==> src/rtl/mst_pkg.sv <==
// shared types and opcodes for the module state upsert table
package mst_pkg;

	localparam int KEY_W   = 32;
	localparam int STATE_W = 3;
	localparam int OP_W    = 2;

	localparam logic [OP_W-1:0] OP_UPDATE = 2'd0;
	localparam logic [OP_W-1:0] OP_LOOKUP = 2'd1;
	localparam logic [OP_W-1:0] OP_CLEAR  = 2'd2;

	localparam logic [STATE_W-1:0] STATE_STOPPED = 3'd0;

	// one item travelling down the cell chain
	typedef struct packed {
		logic               vld;
		logic [OP_W-1:0]    op;
		logic [KEY_W-1:0]   unit_key;
		logic [KEY_W-1:0]   module_key;
		logic [STATE_W-1:0] new_run_state;
		logic               done;
		logic [STATE_W-1:0] run_state;
	} item_t;

endpackage

==> src/rtl/mst_cell.sv <==
// one table entry plus the chain stage that carries items past it
module mst_cell
	import mst_pkg::*;
(
	input  logic  clk,
	input  logic  arst_n,
	input  logic  adv,
	input  logic  last_cell,
	input  item_t prev,
	output item_t nxt
);

	logic               ent_vld_q;
	logic [KEY_W-1:0]   ent_ukey_q;
	logic [KEY_W-1:0]   ent_mkey_q;
	logic [STATE_W-1:0] ent_state_q;
	item_t              stage_s1;

	logic  key_hit;
	logic  upd_hit;
	logic  upd_alloc;
	logic  lkp_hit;
	logic  lkp_miss_end;
	item_t item_d;

	assign key_hit = ent_vld_q && (ent_ukey_q == prev.unit_key)
		&& (ent_mkey_q == prev.module_key);

	always_comb begin
		upd_hit      = 1'b0;
		upd_alloc    = 1'b0;
		lkp_hit      = 1'b0;
		lkp_miss_end = 1'b0;
		item_d       = prev;
		if (prev.vld && !prev.done) begin
			if (prev.op == OP_UPDATE) begin
				// match rewrites state; first free slot or the last slot takes a new entry
				upd_hit   = key_hit;
				upd_alloc = !key_hit && (!ent_vld_q || last_cell);
				item_d.done = upd_hit || upd_alloc;
			end else if (prev.op == OP_LOOKUP) begin
				lkp_hit      = key_hit;
				// valid entries form a prefix, so an empty slot ends the search
				lkp_miss_end = !ent_vld_q;
				item_d.done  = lkp_hit || lkp_miss_end;
				if (lkp_hit) begin
					item_d.run_state = ent_state_q;
				end
			end
		end
	end

	always_ff @(posedge clk or negedge arst_n) begin
		if (!arst_n) begin
			ent_vld_q <= 1'b0;
			stage_s1  <= '0;
		end else if (adv) begin
			stage_s1 <= item_d;
			if (prev.vld && prev.op == OP_CLEAR) begin
				ent_vld_q <= 1'b0;
			end else if (upd_alloc) begin
				ent_vld_q <= 1'b1;
			end
		end
	end

	// entry payload, written only by updates
	always_ff @(posedge clk) begin
		if (adv) begin
			if (upd_alloc) begin
				ent_ukey_q <= prev.unit_key;
				ent_mkey_q <= prev.module_key;
			end
			if (upd_alloc || upd_hit) begin
				ent_state_q <= prev.new_run_state;
			end
		end
	end

	assign nxt = stage_s1;

endmodule

==> src/rtl/module_state_upsert_table_top.sv <==
// top level: chain of table cells with an output result register
// path: each cell's chain stage register in turn, then the output result register
// throughput: one item per cycle while no result waits at the output; each cell holds one entry and passes the item on
// the whole chain stalls while a result waits at the output
// reset: all entries invalid (table empty), no items in flight, no result pending
// only lookups give a result; update, clear and unused opcodes leave the chain silently
module module_state_upsert_table_top
	import mst_pkg::*;
#(
	parameter int ENTRIES = 16
) (
	input  logic        clk,
	input  logic        arst_n,
	input  logic        s_tvalid,
	output logic        s_tready,
	input  logic [71:0] s_tdata,  // unit_key[31:0], module_key[63:32], new_run_state[66:64], zero pad
	input  logic [1:0]  s_tuser,  // opcode[1:0]
	output logic        m_tvalid,
	input  logic        m_tready,
	output logic [7:0]  m_tdata   // run_state_out[2:0], zero pad
);

	item_t chain [ENTRIES+1];
	item_t tail;

	logic               adv;
	logic               m_tvalid_q;
	logic [STATE_W-1:0] run_state_q;

	// the chain moves whenever the output register is free or being drained
	assign adv      = !m_tvalid_q || m_tready;
	assign s_tready = adv;

	// item entering the first cell
	always_comb begin
		chain[0]               = '0;
		chain[0].vld           = s_tvalid;
		chain[0].op            = s_tuser;
		chain[0].unit_key      = s_tdata[31:0];
		chain[0].module_key    = s_tdata[63:32];
		chain[0].new_run_state = s_tdata[66:64];
		chain[0].done          = 1'b0;
		chain[0].run_state     = STATE_STOPPED;
	end

	// one cell per entry; the last one overwrites when the table is full
	for (genvar i = 0; i < ENTRIES; i++) begin : g_cell
		mst_cell u_cell (
			.clk       (clk),
			.arst_n    (arst_n),
			.adv       (adv),
			.last_cell (i == ENTRIES - 1),
			.prev      (chain[i]),
			.nxt       (chain[i+1])
		);
	end

	assign tail = chain[ENTRIES];

	// result register: only lookups leaving the chain produce a transfer
	always_ff @(posedge clk or negedge arst_n) begin
		if (!arst_n) begin
			m_tvalid_q <= 1'b0;
		end else if (adv) begin
			m_tvalid_q <= tail.vld && (tail.op == OP_LOOKUP);
		end
	end

	always_ff @(posedge clk) begin
		if (adv) begin
			run_state_q <= tail.run_state;
		end
	end

	assign m_tvalid = m_tvalid_q;
	assign m_tdata  = {{(8 - STATE_W){1'b0}}, run_state_q};

	// a lookup leaving the chain always becomes a pending result
	a_lookup_out : assert property (@(posedge clk) disable iff (!arst_n)
		adv && tail.vld && (tail.op == OP_LOOKUP) |=> m_tvalid)
		else $error("lookup left the chain without a result");

	// nothing else ever raises a result
	a_no_spurious : assert property (@(posedge clk) disable iff (!arst_n)
		adv && !(tail.vld && (tail.op == OP_LOOKUP)) |=> !m_tvalid)
		else $error("result raised without a lookup");

	// an item that found no entry carries the stopped code
	a_miss_stopped : assert property (@(posedge clk) disable iff (!arst_n)
		tail.vld && !tail.done |-> tail.run_state == STATE_STOPPED)
		else $error("unmatched item carries a nonzero state");

endmodule
==> config.mk <==
export PLATFORM = sky130hd
export DESIGN_NAME = module_state_upsert_table_top
export DESIGN_NICKNAME = d
export VERILOG_FILES = /design/src/rtl/mst_pkg.sv /design/src/rtl/mst_cell.sv /design/src/rtl/module_state_upsert_table_top.sv
export SDC_FILE = /design/constraint.sdc
export NUM_CORES = 2
export LEC_CHECK = 0
export BUFFER_PORTS_ARGS = -buffer_cell sky130_fd_sc_hd__buf_2
export CORE_MARGIN = 2
export CORE_UTILIZATION = 57
export DETAILED_ROUTE_END_ITERATION = 10
export PLACE_DENSITY = 0.82
export SLEW_MARGIN = 20
export SYNTH_ARGS = -nofsm -noshare
export SYNTH_HDL_FRONTEND = slang
export SYNTH_SLANG_ARGS = --single-unit
export TNS_END_PERCENT = 100
==> constraint.sdc <==
create_clock -name clk -period 7.17 [get_ports clk]
set_input_delay 1.7925 -clock clk [delete_from_list [all_inputs] [get_ports clk]]
set_output_delay 1.7925 -clock clk [all_outputs]
set_load 0.02 [all_outputs]
* Word-level counts from Yosys, hierarchy flattened *
Cells that the tools add are included.

cells by class
  equality and inequality tests = 65
  mux-type cells = 175
  reduce and logical (&&, ||, !) cells = 253

operator list
  cell                count
  $eq 32x32->1        32
  $mux 4              30
  $mux 1              111
  $mux 3              34
  $reduce_and 2->1    48
  $logic_and 1x1->1   79
  $logic_not 1->1     47
  $logic_or 1x1->1    47
  $eq 2x1->1 const B  17
  $eq 2x2->1 const B  16
  $logic_not 2->1     16
  $reduce_bool 2->1   16

word-level totals
  register bits = 2208
  input port bits = 78
  output and inout port bits = 10

* Depth between registers and ports, before layout *
  word-level depth = 9
  mapped depth = 8

* By module *
Synthesis repeated with hierarchy kept, for this count alone.

second synthesis, totals
  cells, all modules = 5662
  area, all modules = 91192.5 µm²

modules (own cells, without submodules)
  module                         instances  cells each  area an instance (µm²)
  mst_cell                       16         353         5688.0
  module_state_upsert_table_top  1          14          185.2

* Worst setup path after synthesis *
Ideal clock, no wire load.

  path kind = in2reg
  from = in m_tready
  to = reg g_cell[0].u_cell.ent_mkey_q[0] (enable)
  library setup time = 0.565 ns
  arrival = 6.693 ns
  required time = 6.605 ns
  slack = -0.088 ns
  stages on the path = 5
  buffers on the path = 0
  path through = nor2b_1 inv_2 nand2_1 or2_2 nor3_1

between the ends
  word-level cells in the longest chain between the ends = 2

RTL lines
  element                     line                                 source
  start: declaration          module_state_upsert_table_top.sv:19  input logic m_tready,
  $logic_or 1x1->1            module_state_upsert_table_top.sv:31  assign adv = !m_tvalid_q || m_tready;
  $reduce_and 2->1 (no line)  -
  end signal: assignment      mst_cell.sv:72                       ent_mkey_q <= prev.module_key;
  end: declaration            mst_cell.sv:15                       logic [KEY_W-1:0] ent_mkey_q;

Every way passes these cells.
A chain may end at the register's enable or synchronous reset.

* Worst setup path in the final report *
  from = in m_tready
  to = out s_tready

between the ends
  word-level cells in the longest chain between the ends = 1

RTL lines
  element           line                                 source
  $logic_or 1x1->1  module_state_upsert_table_top.sv:31
  end: declaration  module_state_upsert_table_top.sv:15  output logic s_tready,

Every way passes these cells.

==> qor.log <==
[layout] area of the multi-input gates 25200 um^2
[setup_path] stage delay of the slowest cell on the critical path 0.47 ns
[logic_synthesis] Yosys reg bits 2208
[setup_path] Top Family by Delay on Critical Path buffers and inverters
[drt] initial DRC count 5922
[clock_tree] setup fix buffers added after clock tree synthesis 0
[flow_run] number of violations of the max-capacitance limit 0
[setup_path] launching instance or port of the critical path m_tready
[logic_synthesis] register area share after synthesis 0.694
[clock_tree] number of cells upsized or downsized after cts 0
[setup_path] Buf/Inv on CP 3
[timing] endpoints failing setup 0
[min_path] worst min-delay path class flip-flop to flip-flop
[setup_path] r2r setup slk 3.47 ns
[setup_path] worst-path cell with the longest stage delay nor2b_4
[die] top-level I/O count 88
[die] Horiz. Die Dim 396 um
[timing] final-report max-slew violation count 0
[logic_synthesis] Synth Flop Type dfrtp_1
[setup_path] CP Max Fanout 85
[timing] unrepaired setup endpoints after global routing no
[clock_tree] Clk pin slew, worst setup/hold paths 0.06 ns
[clock_tree] maximum count of clock buffers along a single path 3
[drt] number of nets with antenna violations after detailed routing 0
[die] overall die height 396 um
[global_routing] aggregate global routing overflow 0
[layout] FILL cells 10900
[setup_path] critical path, cell by cell buf_2 > nor2b_4 > inv_8 > buf_2
[setup_path] type of element launching the critical path primary input
[clock_tree] clock latency on the worst-skew pair 0.86 ns
[setup_path] most frequent cell on the critical path buf_2
[timing] final worst path period share 0.667
[timing] worst-margin pin slew 1.04 ns
[drt] routed wirelength normalized by instance count 21.5 um
[layout] area grow syn2layout 11.0%
[timing] Setup Skew 0.0653 ns
[power_and_ir_drop] power per standard cell area 434 nW/um^2
[clock_tree] number of hold buffers added after cts 0
[setup_path] CP Data Arrival Time 2.99 ns
[layout] Layout Nets 7622
[timing] final hold viol count 0
[logic_synthesis] Post-Syn Instances 7465
[outcome] run status finished clean
[timing] worst slew margin relative to its limit 0.299
[global_routing] initial antenna violation count 5
[drt] DRC errors left 0
[die] die area 157000 um^2
[clock_tree] clk root buf clkbuf_16
[drt] total detailed-routing wirelength 210000 um
[layout] Seq. cell area 60600 um^2
[layout] fraction of final layout cells sized beyond drive strength 1 0.0627
[logic_synthesis] Synth cell types 65
[logic_synthesis] Syn Area/Cell 11.7 um^2
[power_and_ir_drop] maximum vdd ir drop 471 uV
[die] starting density of the core 0.575
[setup_path] startpoint of the worst-slack reg-to-reg timing path m_tvalid
[setup_path] Crit. End Element primary output
[logic_synthesis] synth warn 0
[placement] estimated wirelength of the detail-placed design 141000 um
[global_routing] via count of the first global-routing pass 56000
[timing] final setup TNS 0 ns
[clock_tree] H-tree Lvls 4
[timing] fin crit period 4.78 ns
[drt] Detailed Routing Iterations Pass 1 8
[drt] via count 55800
[min_path] hold path start g_cell[9].u_cell.nxt[24]
[placement] number of buffers added on ports 77
[logic_synthesis] Async S/R FF share, synth 0.513
[clock_tree] TritonCTS buffer count 206
[global_routing] wire length of the first global-routing pass 327000 um
[logic_synthesis] Synth Cell Area 87400 um^2
[global_routing] GRT Util Overall 0.270
[layout] final non-filler cell total 9763
[clock_tree] clock sink total 2208
[setup_path] CP Class primary input to primary output
[placement] Inst Count DP 9365
[logic_synthesis] number of flops mapped to enable cells by yosys 1075
[setup_path] required time of the worst setup path 5.38 ns
[die] core area 152000 um^2
[placement] final weighted congestion of routability-driven global placement 0.895
[clock_tree] TritonCTS clock tree yes
[die] row cnt 143
[drt] number of vias per cell after detailed routing 5.71
[power_and_ir_drop] static power due to leakage 40.6 nW
[timing] Achievable Freq 0.209 GHz
[global_routing] largest net degree at the start of global routing 182
-- per-layer routing --
metal | share of wire | track usage | vias up
met3 | 0.070 | 0.0421 | 372
li1 | - | - | 25100
met2 | 0.50 | 0.443 | 2091
met1 | 0.40 | 0.372 | 28200
met5 | 0 | 0 | -
met4 | 0.032 | 0.0907 | 0
-- synth_stat cells (7+ instances only) --
| cell | n | area (um^2) |
|---|---|---|
| buf_4 | 7 | 52.6 |
| clkbuf_1 | 244 | 916 |
| or4_1 | 7 | 52.6 |
| nor4_1 | 122 | 763 |
| a21oi_1 | 61 | 305 |
| o21ai_0 | 222 | 1110 |
| nand2_1 | 2800 | 10500 |
| nor3_1 | 19 | 95.1 |
| buf_1 | 7 | 26.3 |
| a222oi_1 | 8 | 80.1 |
| and4_1 | 11 | 96.3 |
| mux2i_1 | 42 | 420 |
| nor2b_1 | 84 | 526 |
| o221ai_1 | 11 | 96.3 |
| a2111oi_0 | 11 | 96.3 |
| nand2b_1 | 87 | 544 |
| xor2_1 | 358 | 3140 |
| a31oi_1 | 32 | 200 |
| o2bb2ai_1 | 11 | 96.3 |
| dfrtp_1 | 1133 | 28400 |
| a22o_1 | 19 | 166 |
| o2111ai_1 | 24 | 210 |
| a2bb2oi_1 | 7 | 61.3 |
| nand3_1 | 23 | 115 |
| xnor2_1 | 443 | 3880 |
| edfxtp_1 | 1075 | 32300 |
| inv_1 | 205 | 769 |
| nor2_1 | 109 | 409 |
| nand4_1 | 135 | 845 |
| a2111o_1 | 18 | 203 |
| o22ai_1 | 47 | 294 |
-- cells in the final DEF (no fill, tap or decap), types with 7 or more instances in the layout --
cell type	count
xor2_1	358
o21ai_0	222
nand2b_1	87
nor4_1	122
o221ai_1	11
a222oi_1	8
a2bb2oi_1	7
a31oi_1	32
buf_4	36
buf_2	76
nand3_1	23
mux2i_1	42
nor2_4	14
inv_1	205
bufinv_16	12
or4_1	7
a21oi_1	61
xnor2_1	443
nand2_1	2800
clkinv_2	33
o22ai_1	47
a2111oi_0	11
a22o_1	19
and4_1	11
nor2b_1	82
nor3_1	18
edfxtp_1	1075
clkbuf_1	51
o2111ai_1	24
clkbuf_8	43
dfrtp_1	1133
o2bb2ai_1	11
a2111o_1	18
buf_12	15
nor2_1	95
clkinv_1	25
clkbuf_16	210
nand4_1	135
-- path summary, 6_finish.rpt --
check,endpoint,depth (start not counted)
worst min register to register,g_cell[10].u_cell.ent_mkey_q[17],0
worst max-delay path,s_tready,4
worst max register to register,g_cell[1].u_cell.ent_ukey_q[30],7
min in group asynchronous,g_cell[9].u_cell.nxt[46],1
max in group asynchronous,g_cell[0].u_cell.nxt[51],3
worst min-delay path,g_cell[10].u_cell.ent_mkey_q[17],0
-- cell type report --
cell class	instances	share of cell area
well taps	2030	0.0262
multi-input cells	4793	0.259
inverters	206	0.00804
repair buffers	129	0.0102
clock buffers	304	0.0622
clock inverters	90	0.00941
flip-flops and latches	2208	0.625
diodes	3	0.0000773
-- power breakdown --
part	leakage, nW	internal, mW	total (mW)	switching (mW)
Combinational	13.6	3.30	8.63	5.33
Sequential	23.6	17.7	22.3	4.60
Clock	3.42	6.29	11.1	4.83
Total	40.6	27.3	42.1	14.8
-- flip-flops by register name, indices dropped and copies added, names as in the netlist --
signal / flops
m_tvalid: 1
run_state_q: 3
g_cell.u_cell.ent_state_q: 48
g_cell.u_cell.ent_vld_q: 16
g_cell.u_cell.ent_mkey_q: 512
g_cell.u_cell.nxt: 1116
g_cell.u_cell.ent_ukey_q: 512
-- cell families (layout without fill, tap and decap cells) --
kind of cell | count (synthesis) | after routing | share of synthesized area
and+or+nand+nor | 3446 | 3446 | 0.165
xor gates and xnor gates | 801 | 801 | 0.0802
DFF | 2208 | 2208 | 0.694
other | 1 | 8 | 0.0000429
buffers and inverters | 468 | 729 | 0.0205
AOI/OAI and AO/OA | 498 | 498 | 0.0360
muxes | 43 | 43 | 0.00494
-- metrics by stage --
step / setup WS (ns) / power (mW) / hold WS [ns] / utilization / instance area [um^2]
floorplan: 1.27 / 26.7 / 0.425 / - / 87500
global placement: 2.38 / 30.4 / 0.426 / 0.592 / 90100
detailed placement: 2.32 / 31.0 / 0.430 / 0.592 / 90100
CTS: 2.37 / 42.1 / 0.419 / 0.638 / 97000
global route: 2.27 / 44.1 / 0.437 / 0.638 / 97100
finish: 2.39 / 42.1 / 0.420 / 0.638 / 97100
No activity file was read; power rests on OpenSTA's default activity.
